### src/rtl/tanh_soft_clipper_assert.svh
// Assertion macros shared by the soft clipper RTL.
// Needs nothing else; each macro expands to one labeled concurrent assertion.
`ifndef TANH_SOFT_CLIPPER_ASSERT_SVH
`define TANH_SOFT_CLIPPER_ASSERT_SVH

// Consequent must hold in the same cycle as the antecedent.
`define TSC_ASSERT_NOW(lbl, clk, rst_n, ante, cons, msg) \
    lbl: assert property (@(posedge clk) disable iff (!rst_n) (ante) |-> (cons)) \
        else $error(msg);

// Consequent must hold in the cycle after the antecedent.
`define TSC_ASSERT_NEXT(lbl, clk, rst_n, ante, cons, msg) \
    lbl: assert property (@(posedge clk) disable iff (!rst_n) (ante) |=> (cons)) \
        else $error(msg);

`endif

### src/rtl/tsc_pkg.sv
// Package for the soft clipper: field widths, fixed-point constants, register codes
// and the elaboration-time builder of the tanh table. Depends on nothing.
package tsc_pkg;

    localparam int GAIN_W     = 16;  // drive_gain width, unsigned Q4.12
    localparam int NORM_W     = 15;  // norm_gain width, unsigned Q3.12
    localparam int GAIN_FRAC  = 12;
    localparam int TAB_FRAC   = 30;  // table points are Q1.30
    localparam int TAB_W      = 31;
    localparam int FR_BITS    = 16;  // interpolation fraction bits
    localparam int CFG_DATA_W = 16;
    localparam int CFG_IDX_W  = 1;

    localparam logic [TAB_W-1:0] TAB_ONE = TAB_W'(1) << TAB_FRAC;

    typedef enum logic [CFG_IDX_W-1:0] {
        CFG_DRIVE_GAIN = 1'b0,
        CFG_NORM_GAIN  = 1'b1
    } t_cfg_idx;

    // Restoring long division, used only while building constants.
    function automatic logic [63:0] udiv64(logic [63:0] a, logic [63:0] b);
        logic [63:0] rem;
        logic [63:0] quo;
        rem = '0;
        quo = '0;
        for (int i = 63; i >= 0; i--) begin
            rem = {rem[62:0], a[i]};
            if (rem >= b) begin
                rem    = rem - b;
                quo[i] = 1'b1;
            end
        end
        return quo;
    endfunction

    // Table point k of n: tanh(8k/n) in Q1.30. e^(-16k/n) comes from a
    // Taylor series of e^(-z) at z = 16k/(64n), squared six times.
    function automatic logic [TAB_W-1:0] tanh_point(int unsigned k, int unsigned n);
        logic [63:0] z;
        logic [63:0] term;
        logic [63:0] s;
        logic [63:0] num;
        logic [63:0] den;
        logic [63:0] q;
        longint      sum;
        z    = udiv64(64'(k) << 29, 64'(n));
        term = 64'(1) << 31;
        sum  = longint'(term);
        for (int unsigned i = 1; i <= 14; i++) begin
            term = udiv64((term * z) >> 31, 64'(i));
            if (i[0]) begin
                sum = sum - longint'(term);
            end else begin
                sum = sum + longint'(term);
            end
        end
        if (sum < 0) begin
            sum = 0;
        end
        s = 64'(sum);
        for (int j = 0; j < 6; j++) begin
            s = (s * s + (64'(1) << 30)) >> 31;
        end
        if (s > (64'(1) << 31)) begin
            s = 64'(1) << 31;
        end
        num = (64'(1) << 31) - s;
        den = (64'(1) << 31) + s;
        q   = udiv64((num << 31) + den, den << 1);
        return q[TAB_W-1:0];
    endfunction

endpackage

### src/rtl/tsc_out_stage.sv
// Last two pipeline stages: normalization multiply, then rounding, sign and saturation.
// Depends on tsc_pkg and the assertion macro header.
`include "tanh_soft_clipper_assert.svh"

module tsc_out_stage
    import tsc_pkg::*;
#(
    parameter int SAMPLE_BITS = 24
) (
    input  logic                          i_clk,
    input  logic                          i_rst_n,
    input  logic                          i_valid,
    input  logic [TAB_W-1:0]              i_y,
    input  logic                          i_neg,
    input  logic [NORM_W-1:0]             i_norm,
    input  logic                          i_ready,
    output logic                          o_take,
    output logic                          o_valid,
    output logic signed [SAMPLE_BITS-1:0] o_sample
);

    localparam int PRW = TAB_W + NORM_W;
    localparam int OSH = TAB_FRAC + GAIN_FRAC - (SAMPLE_BITS - 1);
    localparam logic [PRW:0] NEG_LIM = (PRW+1)'(1) << (SAMPLE_BITS - 1);
    localparam logic [PRW:0] POS_LIM = NEG_LIM - (PRW+1)'(1);

    logic [1:0]             r_vld;
    logic [2:0]             w_rdy;
    logic [PRW-1:0]         r_prod;
    logic                   r_neg;
    logic [SAMPLE_BITS-1:0] r_out;
    logic                   r_out_neg;
    logic [PRW:0]           w_omag;
    logic [SAMPLE_BITS-1:0] w_res;

    assign w_rdy[2] = i_ready;
    assign w_rdy[1] = !r_vld[1] || w_rdy[2];
    assign w_rdy[0] = !r_vld[0] || w_rdy[1];
    assign o_take   = w_rdy[0];

    assign w_omag = ((PRW+1)'(r_prod) + ((PRW+1)'(1) << (OSH - 1))) >> OSH;

    // Negative results may reach one step further than positive ones.
    always_comb begin
        logic [PRW:0] mag;
        if (r_neg) begin
            mag   = (w_omag > NEG_LIM) ? NEG_LIM : w_omag;
            w_res = SAMPLE_BITS'(0) - mag[SAMPLE_BITS-1:0];
        end else begin
            mag   = (w_omag > POS_LIM) ? POS_LIM : w_omag;
            w_res = mag[SAMPLE_BITS-1:0];
        end
    end

    always_ff @(posedge i_clk) begin
        if (!i_rst_n) begin
            r_vld <= '0;
        end else begin
            if (w_rdy[0]) begin
                r_vld[0] <= i_valid;
            end
            if (w_rdy[1]) begin
                r_vld[1] <= r_vld[0];
            end
        end
    end

    always_ff @(posedge i_clk) begin
        if (w_rdy[0]) begin
            r_prod <= PRW'(i_y) * PRW'(i_norm);
            r_neg  <= i_neg;
        end
        if (w_rdy[1]) begin
            r_out     <= w_res;
            r_out_neg <= r_neg;
        end
    end

    assign o_valid  = r_vld[1];
    assign o_sample = signed'(r_out);

    `TSC_ASSERT_NOW(a_pos_sign, i_clk, i_rst_n, r_vld[1] && !r_out_neg, !r_out[SAMPLE_BITS-1], "positive result wrapped negative")

endmodule

### config.mk
export PLATFORM = sky130hd
export DESIGN_NAME = tsc_out_stage
export DESIGN_NICKNAME = d
export VERILOG_FILES = /design/src/rtl/tsc_pkg.sv /design/src/rtl/tsc_out_stage.sv
export VERILOG_INCLUDE_DIRS = /design/src /design/src/rtl
export SDC_FILE = /design/constraint.sdc
export NUM_CORES = 1
export LEC_CHECK = 0
export BUFFER_PORTS_ARGS = -buffer_cell sky130_fd_sc_hd__buf_2
export CORE_ASPECT_RATIO = 1.2
export CORE_UTILIZATION = 35
export DETAILED_ROUTE_END_ITERATION = 6
export GPL_ROUTABILITY_DRIVEN = 1
export PLACE_DENSITY = 0.54
export SLEW_MARGIN = 20
export SYNTH_ARGS = -nofsm -noshare
export SYNTH_HDL_FRONTEND = slang
export SYNTH_SLANG_ARGS = --single-unit
### constraint.sdc
create_clock -name i_clk -period 7.9 [get_ports i_clk]
set_clock_uncertainty 0.2 [all_clocks]
set_input_delay 0 -clock i_clk [delete_from_list [all_inputs] [get_ports i_clk]]
set_output_delay 0 -clock i_clk [all_outputs]
set_load 0.05 [all_outputs]
; Yosys cells after proc, flatten, opt, wreduce, memory -nomap -nowiden
; Cells that the tools add are included.
[totals]
reg_bits = 73
input_bits = 51
out_inout_bits = 26
wordCells = 17
[classes]
addsub = 2
n_mul = 1
n_lt_le_gt_ge = 2
muxes = 3
n_reduce_logical = 4
[op_table]
columns = op, n
row1 = 2-to-1 mux 24 bit, 3
row2 = adder 46 x 19 -> 47 bit (second input constant), 1
row3 = multiplier 31 x 15 -> 46 bit, 1
row4 = > comparator 28 x 23 -> 1 bit (second input constant), 1
row5 = > comparator 28 x 24 -> 1 bit (second input constant), 1
row6 = subtractor 1 x 24 -> 24 bit (first input constant), 1
row7 = zero test 1 bit, 2
row8 = logical OR 1 bit, 2

; Logic depth before layout (Yosys ltp)
[logic_depth]
word_depth = 5
depth_mapped = 24

; Worst setup path after synthesis
; Ideal clock, no wire load.
[synth_path]
path_kind = in2reg
start = input port i_norm[11]
end = register r_prod[32], data pin
arrival_ns = 5.648
t_required_ns = 7.430
slack_ns = 1.782
cell_stages = 21
cell_sequence = clkbuf_1 -> nand2_1 -> fa_1 -> inv_1 -> fa_1 -> fa_1 -> fa_1 -> fa_1 -> inv_1 -> fa_1 -> inv_1 -> ha_1 -> o21a_1 -> o211ai_1 -> nor3_1 -> a21oi_1 -> o21ai_0 -> a21oi_1 -> o21bai_1 -> a21oi_1 -> or3b_2
[synth_via]
elab_chain_len = 1
[synth_rtl]
columns = item, line_no
row1 = "start, declared", tsc_out_stage.sv:15  ; input logic [NORM_W-1:0] i_norm,
row2 = multiplier 31 x 15 -> 46 bit, tsc_out_stage.sv:70  ; r_prod <= PRW'(i_y) * PRW'(i_norm);
row3 = "end signal, assigned", tsc_out_stage.sv:70
row4 = "end, declared", tsc_out_stage.sv:29  ; logic [PRW-1:0] r_prod;
; Every way passes these cells.
; A chain may end at the register's enable or synchronous reset.

; Worst setup path after layout
[layout_path]
start = input port i_norm[7]
end = register r_prod[32], data pin
; The elaborated chain is that of the path after synthesis.

==> metrics.md <==
| Metric | Value |
|---|---|
| Status | finished, final reports clean |
| CTS Buffer Depth | 2 |
| First-pass GRT wire length | 73100 um |
| Final ANT Viol Nets | 0 |
| Vias in the first global route | 13800 |
| Starting Density | 35.6% |
| First-pass DRT Iterations | 4 |
| FF+latch count, synth | 55 |
| CTS tree | done |
| Total Routed Length | 43800 um |
| Post-CTS Setup Bufs | 0 |
| Worst-Margin Slew | 0.841 ns |
| Final TNS setup | 0 ns |
| Ys Warns | 0 |
| GR Util All Layers | 18.2% |
| Largest net degree at the start of global routing | 38 |
| Seq/Total Area, Yosys | 9.32% |
| Synth unique cells | 71 |
| Initial DRC Count | 515 |
| Crit Path Class | in2reg |
| Clock sink count | 55 |
| Worst endpoint required time | 7.73 ns |
| Post-route DRC | 0 |
| Most frequent cells in the layout | 399 x inv_1, 374 x fa_1, 265 x and2_1, 254 x nand2_1, 109 x ha_1 |
| Antenna violations before repair | 0 |
| CP arrival | 6.70 ns |
| Top delay family on crit path | adder cells |
| Clock Pin Slew Worst Setup and Hold Paths | 0.06 ns |
| Synth area leaders | fa_1 43%, and2_1 9.5%, edfxtp_1 9.1% |
| Grt ovf | 0 |
| Post-Synthesis Cells | 1917 |
| Worst-skew pair later-pin latency | 0.29 ns |
| Worst Path Max Fanout | 31 |
| Port Buffers | 76 |
| Syn nets | 2451 |
| Cts bufs inserted | 5 |
| Post-synth EDFFs | 53 |
| Ys flop type | edfxtp_1 |
| Die X | 206 um |
| Worst Hold Class | in2reg |
| Post-DR vias/cell | 4.92 |
| DP Wirelength | 34500 um |
| Max Freq | 145 MHz |
| Gpl congestion | 0.825 |
| Die area | 50900 um2 |
| Commonest non-fill, non-tap cell in the layout | inv_1 |
| FP Rows | 89 |
| Max-slew headroom | 43.9% |
| H-tree Lvls | 2 |
| Final Slew Violations | 0 |
| DR vias | 12500 |
| Tmin final | 6.87 ns |
| Max Cap Viol | 0 |
| Top Ports | 77 |
| CP endpoint kind | register |
| Syn avg cell area | 9.13 um2 |
| Chip height | 247 um |
| Crit path buffers/inverters | 4 |
| Final setup fails | 0 |
| Tcrit/Tclk final | 87.0% |
| Critical-path cell list | buf_2, nand2_1, fa_1, fa_1, fa_1, inv_1, fa_1, fa_1, inv_1, fa_1, inv_1, ha_1, a21oi_1, a21oi_1, a2bb2oi_1, a21oi_1, o21ai_0, a21oi_1, o21bai_1, nand3b_1, or3b_2 |
| Async SR Flop Fraction | 0% |
| Top cell type's share of synthesized area | 42.8% |
| Core ar. | 49200 um2 |
| WL per Instance | 17.2 um |
| Clk root buf | clkbuf_16 |
| Nature of the critical path startpoint | input pin |
| ANT cells | 0 |
| Most common cell on crit path | fa_1 |
| Leading area contributor after synthesis | fa_1 |
| Final net count | 2447 |
| Final Hold Fails | 0 |
| RSZ-0062 raised after global routing | no |
| Mapped Area | 17500 um2 |
| Share of layout cells above drive strength 1 | 5.80% |
| P&R area growth vs syn | 5.60% |
| Critical path's largest stage delay | 0.58 ns |
| CP max stage cell | fa_1 |
cells by family after synthesis:
| logic type | share of synthesized area (%) |
|---|---|
| compound gates | 6.46 |
| buf+inv | 11.0 |
| simple gates | 19.7 |
| flops | 9.32 |
| mux | 0.286 |
| fa+ha+maj | 50.6 |
| xor+xnor | 2.60 |
final timing paths:
| check | from | to | slack (ns) | cells past startpoint |
|---|---|---|---|---|
| setup / recovery | i_norm[7] | r_prod[32] | 1.03 | 21 |
| hold / removal | i_neg | r_neg | 0.24 | 2 |
| setup reg to reg | r_prod[18] | o_sample[20] | 2.17 | 18 |
| hold reg to reg | r_prod[40] | o_sample[21] | 0.63 | 2 |
per-stage QoR:
step	instances	hold slack, ns	area [um2]	util [%]	worst slack (ns)
finish	2550	0.241	18500	37.5	1.03
CTS	2550	0.238	18500	37.5	0.962
floorplan	1917	-0.101	17500	-	1.78
global placement	2538	-0.0175	18300	37.2	0.751
detailed placement	2538	-0.0211	18300	37.2	0.650
global route	2550	0.248	18500	37.5	0.696
flip-flops by register name, indices dropped and copies added (netlist names):
name	flops
o_sample	24
r_vld	2
r_prod	28
r_neg	1
routing by layer:
metal  share of wire, %  vias up  GRT usage, %  wire length, um
met4                1.4        0          3.09              597
met3                3.8       36          1.27             1670
met1                 45     6426          24.4            19800
met5                  0        -             0                0
met2                 50      283          32.2            21800
li1                   -     5802             -                -
cell type report:
type / instances / area (um2)
clock inverter: 2 / 8.76
multi-input combinational: 1364 / 13900
timing repair buffer: 88 / 483
tap: 637 / 797
inverter: 399 / 1500
fill: 5013 / 30700
clock buffer: 5 / 125
sequential: 55 / 1630
cell usage after synthesis (all sizes together) (7+ instances only):
cell type,n
a22oi,10
a21oi,51
nand4,21
nand3,28
nor3,11
clkbuf,85
nand2,255
edfxtp,53
fa,374
a31oi,7
xnor2,29
nor2,33
o211ai,7
nor2b,9
inv,399
a21o,19
o21ai,26
ha,109
buf,14
and3,11
xor2,23
and2,265
repair_timing:
action / in CTS / in global routing
resized for setup: 0 / 0
endpoints found under the hold margin: 3 / 0
hold buffers: 5 / 0
Power is left out: the tool's default activity adds up to more than one toggle a clock period on the data nets, which glitch-free logic cannot reach.
