### src/rtl/tanh_soft_clipper_assert.svh
// Assertion macros shared by the soft clipper RTL.
// Needs nothing else; each macro expands to one labeled concurrent assertion.
`ifndef TANH_SOFT_CLIPPER_ASSERT_SVH
`define TANH_SOFT_CLIPPER_ASSERT_SVH

// Consequent must hold in the same cycle as the antecedent.
`define TSC_ASSERT_NOW(lbl, clk, rst_n, ante, cons, msg) \
    lbl: assert property (@(posedge clk) disable iff (!rst_n) (ante) |-> (cons)) \
        else $error(msg);

// Consequent must hold in the cycle after the antecedent.
`define TSC_ASSERT_NEXT(lbl, clk, rst_n, ante, cons, msg) \
    lbl: assert property (@(posedge clk) disable iff (!rst_n) (ante) |=> (cons)) \
        else $error(msg);

`endif

### src/rtl/tsc_pkg.sv
// Package for the soft clipper: field widths, fixed-point constants, register codes
// and the elaboration-time builder of the tanh table. Depends on nothing.
package tsc_pkg;

    localparam int GAIN_W     = 16;  // drive_gain width, unsigned Q4.12
    localparam int NORM_W     = 15;  // norm_gain width, unsigned Q3.12
    localparam int GAIN_FRAC  = 12;
    localparam int TAB_FRAC   = 30;  // table points are Q1.30
    localparam int TAB_W      = 31;
    localparam int FR_BITS    = 16;  // interpolation fraction bits
    localparam int CFG_DATA_W = 16;
    localparam int CFG_IDX_W  = 1;

    localparam logic [TAB_W-1:0] TAB_ONE = TAB_W'(1) << TAB_FRAC;

    typedef enum logic [CFG_IDX_W-1:0] {
        CFG_DRIVE_GAIN = 1'b0,
        CFG_NORM_GAIN  = 1'b1
    } t_cfg_idx;

    // Restoring long division, used only while building constants.
    function automatic logic [63:0] udiv64(logic [63:0] a, logic [63:0] b);
        logic [63:0] rem;
        logic [63:0] quo;
        rem = '0;
        quo = '0;
        for (int i = 63; i >= 0; i--) begin
            rem = {rem[62:0], a[i]};
            if (rem >= b) begin
                rem    = rem - b;
                quo[i] = 1'b1;
            end
        end
        return quo;
    endfunction

    // Table point k of n: tanh(8k/n) in Q1.30. e^(-16k/n) comes from a
    // Taylor series of e^(-z) at z = 16k/(64n), squared six times.
    function automatic logic [TAB_W-1:0] tanh_point(int unsigned k, int unsigned n);
        logic [63:0] z;
        logic [63:0] term;
        logic [63:0] s;
        logic [63:0] num;
        logic [63:0] den;
        logic [63:0] q;
        longint      sum;
        z    = udiv64(64'(k) << 29, 64'(n));
        term = 64'(1) << 31;
        sum  = longint'(term);
        for (int unsigned i = 1; i <= 14; i++) begin
            term = udiv64((term * z) >> 31, 64'(i));
            if (i[0]) begin
                sum = sum - longint'(term);
            end else begin
                sum = sum + longint'(term);
            end
        end
        if (sum < 0) begin
            sum = 0;
        end
        s = 64'(sum);
        for (int j = 0; j < 6; j++) begin
            s = (s * s + (64'(1) << 30)) >> 31;
        end
        if (s > (64'(1) << 31)) begin
            s = 64'(1) << 31;
        end
        num = (64'(1) << 31) - s;
        den = (64'(1) << 31) + s;
        q   = udiv64((num << 31) + den, den << 1);
        return q[TAB_W-1:0];
    endfunction

endpackage

### src/rtl/tsc_gain_stage.sv
// First pipeline stage of the soft clipper: magnitude of the sample times drive gain.
// Depends on tsc_pkg and the assertion macro header.
`include "tanh_soft_clipper_assert.svh"

module tsc_gain_stage
    import tsc_pkg::*;
#(
    parameter int SAMPLE_BITS = 24
) (
    input  logic                          i_clk,
    input  logic                          i_rst_n,
    input  logic                          i_valid,
    input  logic signed [SAMPLE_BITS-1:0] i_sample,
    input  logic [GAIN_W-1:0]             i_drive,
    input  logic                          i_ready,
    output logic                          o_take,
    output logic                          o_valid,
    output logic [SAMPLE_BITS+GAIN_W-1:0] o_u_mag,
    output logic                          o_neg
);

    localparam int UW = SAMPLE_BITS + GAIN_W;

    logic                   r_vld;
    logic [UW-1:0]          r_u;
    logic                   r_neg;
    logic                   w_neg;
    logic [SAMPLE_BITS-1:0] w_mag;

    // The most negative sample has a magnitude that still fits unsigned.
    assign w_neg  = i_sample[SAMPLE_BITS-1];
    assign w_mag  = w_neg ? (SAMPLE_BITS'(0) - SAMPLE_BITS'(unsigned'(i_sample)))
                          : SAMPLE_BITS'(unsigned'(i_sample));
    assign o_take = !r_vld || i_ready;

    always_ff @(posedge i_clk) begin
        if (!i_rst_n) begin
            r_vld <= 1'b0;
        end else if (o_take) begin
            r_vld <= i_valid;
        end
    end

    always_ff @(posedge i_clk) begin
        if (o_take) begin
            r_u   <= UW'(w_mag) * UW'(i_drive);
            r_neg <= w_neg;
        end
    end

    assign o_valid = r_vld;
    assign o_u_mag = r_u;
    assign o_neg   = r_neg;

    `TSC_ASSERT_NEXT(a_take_fills, i_clk, i_rst_n, i_valid && o_take, o_valid, "accepted sample lost")

endmodule

### config.mk
export PLATFORM = sky130hd
export DESIGN_NAME = tsc_gain_stage
export DESIGN_NICKNAME = d
export VERILOG_FILES = /design/src/rtl/tsc_pkg.sv /design/src/rtl/tsc_gain_stage.sv
export VERILOG_INCLUDE_DIRS = /design/src /design/src/rtl
export SDC_FILE = /design/constraint.sdc
export NUM_CORES = 1
export LEC_CHECK = 0
export BUFFER_PORTS_ARGS = -buffer_cell sky130_fd_sc_hd__clkbuf_2
export CORE_MARGIN = 2
export CORE_UTILIZATION = 55
export CTS_CLUSTER_DIAMETER = 80
export DETAILED_ROUTE_END_ITERATION = 8
export GPL_TIMING_DRIVEN = 0
export PLACE_DENSITY = 0.81
export SLEW_MARGIN = 20
export SYNTH_ARGS = -nofsm -noshare
export SYNTH_HDL_FRONTEND = slang
export SYNTH_SLANG_ARGS = --single-unit
### constraint.sdc
create_clock -name i_clk -period 19 [get_ports i_clk]
set_clock_uncertainty 0.15 [all_clocks]
set_input_delay 0.95 -clock i_clk [delete_from_list [all_inputs] [get_ports i_clk]]
set_output_delay 0.95 -clock i_clk [all_outputs]
set_load 0.03 [all_outputs]
# Word level (Yosys, flattened, before mapping)
# Index checks and enable logic that the tools add are counted.
[classes]
n_addsub = 1
n_mul = 1
div = 0
order_cmp = 0
eq_ne = 0
shifts = 0
mux = 1
n_bitwise = 0
n_reduce_logical = 2
[op_table]
columns = ["cell", "n"]
rows = [
  ["multiplier 24 x 16 -> 40 bit", 1],
  ["2-to-1 mux 24 bit", 1],
  ["subtractor 1 x 24 -> 24 bit (first input constant)", 1],
  ["logical NOT 1 bit", 1],
  ["logical OR 1 bit", 1],
]
[totals]
ff_bits = 42
latch_bits = 0
ramBits = 0
romBits = 0
out_inout_bits = 43
elab_cells = 8
n_memories = 0

# Logic depth before layout (Yosys ltp)
# Gate-level depths: netlist of the first run.
[logic_depth]
ltp_word = 3
depth_mapped = 28

# Least setup slack after synthesis of the first run
# OpenSTA, ideal clock, no wires.
[synth_path]
path_type = "input port to flip-flop"
from = "in i_sample[16]"
to = "reg r_u[38], in the netlist o_u_mag[38], data pin"
setup_time_ns = 0.271
t_arrival_ns = 8.096
path_slack_ns = 10.483
stages = 24
path_buffers = 1
path_cell_list = "or4_1 or4_1 o21ai_0 nand2_1 xor2_1 clkbuf_1 nand2_1 fa_1 fa_1 inv_1 fa_1 fa_1 fa_1 inv_1 fa_1 inv_1 ha_1 a21o_1 a211o_1 o21bai_1 a221oi_1 o21ai_0 a2111oi_0 nor3_1"
[synth_between]
elab_chain_len = 3
[synth_rtl]
columns = ["element", "line_no", "source"]
rows = [
  ["start, declared", "tsc_gain_stage.sv:13", "input logic signed [SAMPLE_BITS-1:0] i_sample,"],
  ["subtractor 1 x 24 -> 24 bit", "tsc_gain_stage.sv:32", "assign w_mag = w_neg ? (SAMPLE_BITS'(0) - SAMPLE_BITS'(unsigned'(i_sample)))"],
  ["2-to-1 mux 24 bit *", "tsc_gain_stage.sv:32", ""],
  ["multiplier 24 x 16 -> 40 bit *", "tsc_gain_stage.sv:46", "r_u <= UW'(w_mag) * UW'(i_drive);"],
  ["end signal, assigned", "tsc_gain_stage.sv:46", ""],
  ["end, declared", "tsc_gain_stage.sv:25", "logic [UW-1:0] r_u;"],
]
# Every way passes the cells marked *; elsewhere a longest branch is shown, timed or not.
# A chain may end at the register's enable or synchronous reset.

# Worst setup path in the final report of the first run
[layout_path]
from = "in i_sample[0]"
to = "reg r_u[38], in the netlist o_u_mag[38], data pin"
# The elaborated chain is that of the path after synthesis.

==> results of run 1 <==
==> placed cells by master (no fill, tap or decap), drive strengths merged, types with 7 or more instances in the layout <==
| master | Yosys | layout |
|---|---|---|
| inv | 328 | 328 |
| fa | 306 | 306 |
| nand2 | 255 | 255 |
| and2 | 165 | 165 |
| clkbuf | 66 | 157 |
| ha | 113 | 113 |
| xnor2 | 41 | 41 |
| edfxtp | 41 | 41 |
| a21oi | 35 | 35 |
| o21ai | 28 | 28 |
| nor2 | 27 | 27 |
| nand3 | 16 | 16 |
| a21o | 14 | 14 |
| xor2 | 13 | 13 |
| o31ai | 7 | 7 |
| nand4 | 7 | 7 |
| o41ai | 7 | 7 |
| nand2b | 7 | 7 |
==> layout make-up <==
cell class                 instances  area [sq um]  area share
timing repair buffer              87           450      0.0296
multi-input combinational       1111         11400       0.750
tap                              330           413      0.0271
antenna                            1          2.50    0.000164
buffer                            69           269      0.0177
clock inverter                     3          68.8     0.00452
sequential                        42          1250      0.0821
clock buffer                       5           125     0.00821
inverter                         328          1230      0.0808
==> logic make-up after synthesis <==
| kind of cell | count (synthesis) |
|---|---|
| XOR/XNOR | 54 |
| AND/OR/NAND/NOR | 506 |
| flip-flops | 42 |
| multiplexers | 1 |
| AO/OA/AOI/OAI | 131 |
| buffers and inverters | 397 |
| adder cells (fa/ha/maj) | 419 |
==> registers in the layout, summed over array words and instances (netlist names) <==
name and cells:
o_u_mag 40, o_neg 1, o_valid 1
==> metal layers <==
metal | part of all wire | vias to the layer above | global-route usage
met3 | 0.096 | 181 | 0.0628
met2 | 0.48 | 616 | 0.494
met1 | 0.35 | 5559 | 0.362
met4 | 0.067 | 0 | 0.162
li1 | - | 4880 | -
met5 | 0 | - | 0
==> how the worst max path moves through the flow <==
stage / from / end / slack, ns / cells after the start
2_1_floorplan: i_sample[16] / o_u_mag[38] / 10.48 / 24
3_3_place_gp: i_sample[0] / o_u_mag[38] / 9.21 / 26
3_5_place_dp: i_sample[0] / o_u_mag[38] / 8.99 / 26
4_1_cts: i_sample[0] / o_u_mag[38] / 9.28 / 26
5_1_grt: i_sample[0] / o_u_mag[38] / 8.87 / 26
6_report: i_sample[0] / o_u_mag[38] / 9.17 / 26
==> critical path, delay by kind of cell <==
family,cells,cell delay [ns]
fa+ha+maj,8,3.78
xor+xnor,1,0.90
compound gates,7,2.00
buf+inv,7,1.63
simple gates,3,0.42
==> per-stage QoR <==
step	hold slack (ns)	worst slack (ns)
CTS	0.680	9.28
finish	0.658	9.17
global placement	1.03	9.21
global route	0.741	8.87
floorplan	0.899	10.48
detailed placement	0.677	8.99
==> impl_metrics.yaml, run 1 <==
sta:
  post-route-period-util: 0.517
  timing.final.hold_violations: 0
  grt_setup_unrepaired: "false"
  slew_headroom: 0.241
  worst_pin_slew_ns: 1.13
  fmax_mhz: 102
  tmin_final_ns: 9.83
  setup_viol_count_final: 0
  slew_viol_final: 0
  setup_tns_ns: 0
yosys:
  leading_post_synthesis_cells_by_instance_count: "inv_1 (328), fa_1 (306), nand2_1 (245)"
  syn-num-nets: 2013
  synth-compound-area-share: 0.0623
  synth_largest_type_area_fraction: 0.432
  synth_xor_area_frac: 0.0334
  synth-simple-area-share: 0.177
  postSynthAreaPerCell_sq_um: 9.14
  yosys_warnings: 0
  ys_dominant_reg_cell: "edfxtp_1"
  mappedNetlistArea_sq_um: 14200
  synth-seq-cells: 42
  yosys.area_share.adder: 0.532
  synth.most_common_cell: "inv_1"
  combinational_family_with_the_most_area_after_synthesis: "adder cells"
  synthCells: 1550
  muxShareOfSynthArea: 0.000706
  synth_area_leader_cell: "fa_1"
  number_of_flops_mapped_to_enable_cells_by_yosys: 41
  ys_async_sr_fraction: 0
  synth.area.top_cells: "fa_1 (43%), ha_1 (10%), edfxtp_1 (8.7%), inv_1 (8.7%), and2_1 (7.3%)"
  synthDistinctLibCells: 59
  ys_seq_area_frac: 0.0883
global_route:
  grt_overflow: 0
  grt_use_total: 0.297
  initial_antenna_violation_count: 0
  grt_pass1_vias: 11700
  grt_start_max_net_pins: 30
  first_pass_grt_wire_length_mm: 60.4
route:
  avgRoutedWirePerCell_um: 19.5
  route.vias.total: 11200
  pre_antenna_drt_iters: 6
  drt.antenna.violating_nets: 0
  drt-total-wl_mm: 38.5
  drt_iter0_drc: 1048
  drc: 0
  viasPerCell: 5.69
floorplan:
  ios: 87
  floorplan.die_area_sq_um: 27100
  floorplan.core_area_sq_um: 25300
  initial_core_util: 0.561
  rows: 58
  die_w_um: 165
  die_height_um: 165
cts:
  ctsRootBufferMaster: "clkbuf_16"
  cts.path.max_buffers: 2
  cts-buffers-inserted: 5
  path_clk_slew_ns: 0.06
  h-tree-depth: 2
  worst_skew_pair.late_latency_ns: 0.28
  number_of_clock_sinks_seen_by_cts: 42
  cts_tree: "built"
  holdBufCountCts: 0
  post-cts-setup-buffer-count: 0
  post_cts_resize_count: 0
status:
  outcome: "complete, no violations"
finish:
  finalCoreUtilization: 0.603
  areaGrowthSynthToFinish_pct: 7.50
  post_layout_nonfiller_instances: 1976
  final_cell_area_sq_um: 15200
  design.final.nets: 2107
  drive_gt1_frac: 0.0699
  fillerInstances: 2201
critical_path:
  required_time_of_the_worst_setup_path_ns: 18.88
  worstSetupPathType: "in2reg"
  worstReg2RegEnd: "o_u_mag[18]"
  timing.critical_path.arrival_ns: 9.71
  critPathLaunchType: "input pin"
  path_max_fanout: 10
  cpPeakStageDelay_ns: 0.90
  r2r_slack_ns: 17.67
  setup.worst_path.end_class: "flip-flop"
  rr_startpoint: "o_valid"
  timing.critical_path.slowest_stage_cell: "xnor2_1"
  crit_top_cell: "fa_1"
  r2r.worst_path.cells: 2
placement:
  port-buffer-count: 86
  placed_area_sq_um: 15000
  gpl.final_weighted_congestion: 0.988
  dp_hpwl_mm: 31.9
  place_inst: 1967
worst_hold_path:
  hold_path_end: "o_valid"
  min-delay-start: "o_valid"
  worstHoldPathCells: 2
  min_path_type: "reg2reg"
job:
  max_cap_violations: 0
Power of run 1 is not shown: default switching activity piles up to over one toggle a cycle in this logic, so the estimate is an artifact.
==> inputs of run 2 (changes only) <==
- PLACE_DENSITY: 0.81 -> 0.84
- clock period: 19 -> 8.54 ns (I/O delays scaled with it)
==> impl_metrics.yaml, run 2 (synthesis results as in run 1) <==
finish:
  drive_gt1_frac: 0.0953
  largest_reg_flops: 40
  areaGrowthSynthToFinish_pct: 9.02
  ant_diodes: 0
  most-common-layout-cells: "inv_1 (328), fa_1 (306), nand2_1 (245)"
  fillerInstances: 2189
  layout.cells.most_common: "inv_1"
  design.final.nets: 2110
floorplan:
  rows: 58
  floorplan.core_area_sq_um: 25300
  ios: 87
  die_w_um: 165
  floorplan.die_area_sq_um: 27100
  initial_core_util: 0.561
  die_height_um: 165
critical_path:
  timing.critical_path.slowest_stage_cell: "fa_1"
  worstSetupPathType: "in2reg"
  crit_top_cell: "fa_1"
  critPathLaunchType: "input pin"
  r2r_slack_ns: 7.13
  required_time_of_the_worst_setup_path_ns: 8.42
  cpPeakStageDelay_ns: 0.60
  path_max_fanout: 10
  rr_startpoint: "o_valid"
  timing.critical_path.arrival_ns: 8.27
  setup.worst_path.end_class: "flip-flop"
  worstReg2RegEnd: "o_u_mag[18]"
  launch_point_of_the_worst_path: "i_sample[0]"
  r2r.worst_path.cells: 2
route:
  drt-total-wl_mm: 39.2
  drc: 0
  route.vias.total: 11400
  viasPerCell: 5.78
  pre_antenna_drt_iters: 5
  avgRoutedWirePerCell_um: 19.8
  drt_iter0_drc: 972
  drt.antenna.violating_nets: 0
worst_hold_path:
  hold_path_end: "o_valid"
  min-delay-start: "i_valid"
  min_path_type: "in2reg"
  worstHoldPathCells: 3
sta:
  post-route-period-util: 0.982
  slew_headroom: 0.417
  fmax_mhz: 119
  timing.final.ws_setup_ns: 0.151
  timing.final.hold_violations: 0
  worst_pin_slew_ns: 0.875
  tmin_final_ns: 8.39
  slew_viol_final: 0
  setup_viol_count_final: 0
placement:
  port-buffer-count: 86
  dpl_worst_slack_ns: -0.850
  gpl.final_weighted_congestion: 0.978
  dp_hpwl_mm: 32.3
job:
  max_cap_violations: 0
global_route:
  grt_busiest_layer: "met2"
  grt_start_max_net_pins: 27
  grt_pass1_vias: 11900
  use_met3: 0.0701
  grt_use_total: 0.298
  global_routing_usage_on_met2: 0.497
  grt_overflow: 0
  first_pass_grt_wire_length_mm: 60.7
  initial_antenna_violation_count: 2
  gr_layer_usage_met1: 0.351
cts:
  ctsRootBufferMaster: "clkbuf_16"
  cts.path.max_buffers: 2
  path_clk_slew_ns: 0.06
  h-tree-depth: 2
  cts_tree: "built"
  worst_skew_pair.late_latency_ns: 0.28
  cts-buffers-inserted: 5
  number_of_clock_sinks_seen_by_cts: 42
status:
  outcome: "complete, no violations"
-- run 2: changes by cell type in the layout (fill, tap and decap cells not counted), moves of 3 or more --
cell,delta
xnor2_1,-14
o21ai_0,-3
xor2_1,-3
buf_4,+5
clkbuf_2,+12
clkbuf_1,-15
xnor2_2,+14
-- run 2: per-stage QoR --
stage	instance area (sq um)	instances	hold slack (ns)	util	TNS [ns]
3_5_place_dp	15000	1967	0.531	0.596	-6.89
3_3_place_gp	15000	1966	0.505	0.594	-7.52
4_1_cts	15300	1976	0.229	0.606	0
6_report	15400	1978	0.230	0.612	0
2_1_floorplan	14200	1550	0.376	-	0
5_1_grt	15400	1978	0.249	0.612	-0.288
-- run 2: worst max path at each step --
stage                  endpoint  slack (ns)
detailed placement  o_u_mag[38]       -0.85
CTS                 o_u_mag[38]     0.00005
global placement    o_u_mag[38]       -0.87
global route        o_u_mag[38]       -0.11
floorplan           o_u_mag[38]        0.55
finish              o_u_mag[37]        0.15
-- run 2: repair_timing --
item	4_1_cts	5_1_grt
gates resized for setup	27	30
pin swaps	1	2
setup buffers	1	3
endpoints found under the setup margin	12	9
hold buffers	0	0
-- run 2: area by class of cell --
cell class / instances / area [sq um] / area share
Multi-Input combinational cell: 1111 / 11600 / 0.752
Sequential cell: 42 / 1250 / 0.0810
Inverter: 328 / 1230 / 0.0797
Timing Repair Buffer: 91 / 488 / 0.0316
Tap cell: 330 / 413 / 0.0267
Buffer: 68 / 300 / 0.0194
Clock buffer: 6 / 129 / 0.00834
Clock inverter: 2 / 13.8 / 0.000891
-- run 2: worst max-delay path, delay by kind of cell --
kind | cells | cell delay (ns)
adder cells (fa/ha/maj) | 7 | 3.55
AND/OR/NAND/NOR | 7 | 2.04
AO/OA/AOI/OAI | 5 | 1.25
buffers and inverters | 5 | 0.72
XOR/XNOR | 1 | 0.25
-- run 2: per-layer routing --
layer  routed length [um]  part of all wire
met1                13700              0.35
met4                 2790             0.071
met3                 3680             0.094
met2                19000              0.49
met5                    0                 0
Power of run 2 is left out for the same reason.
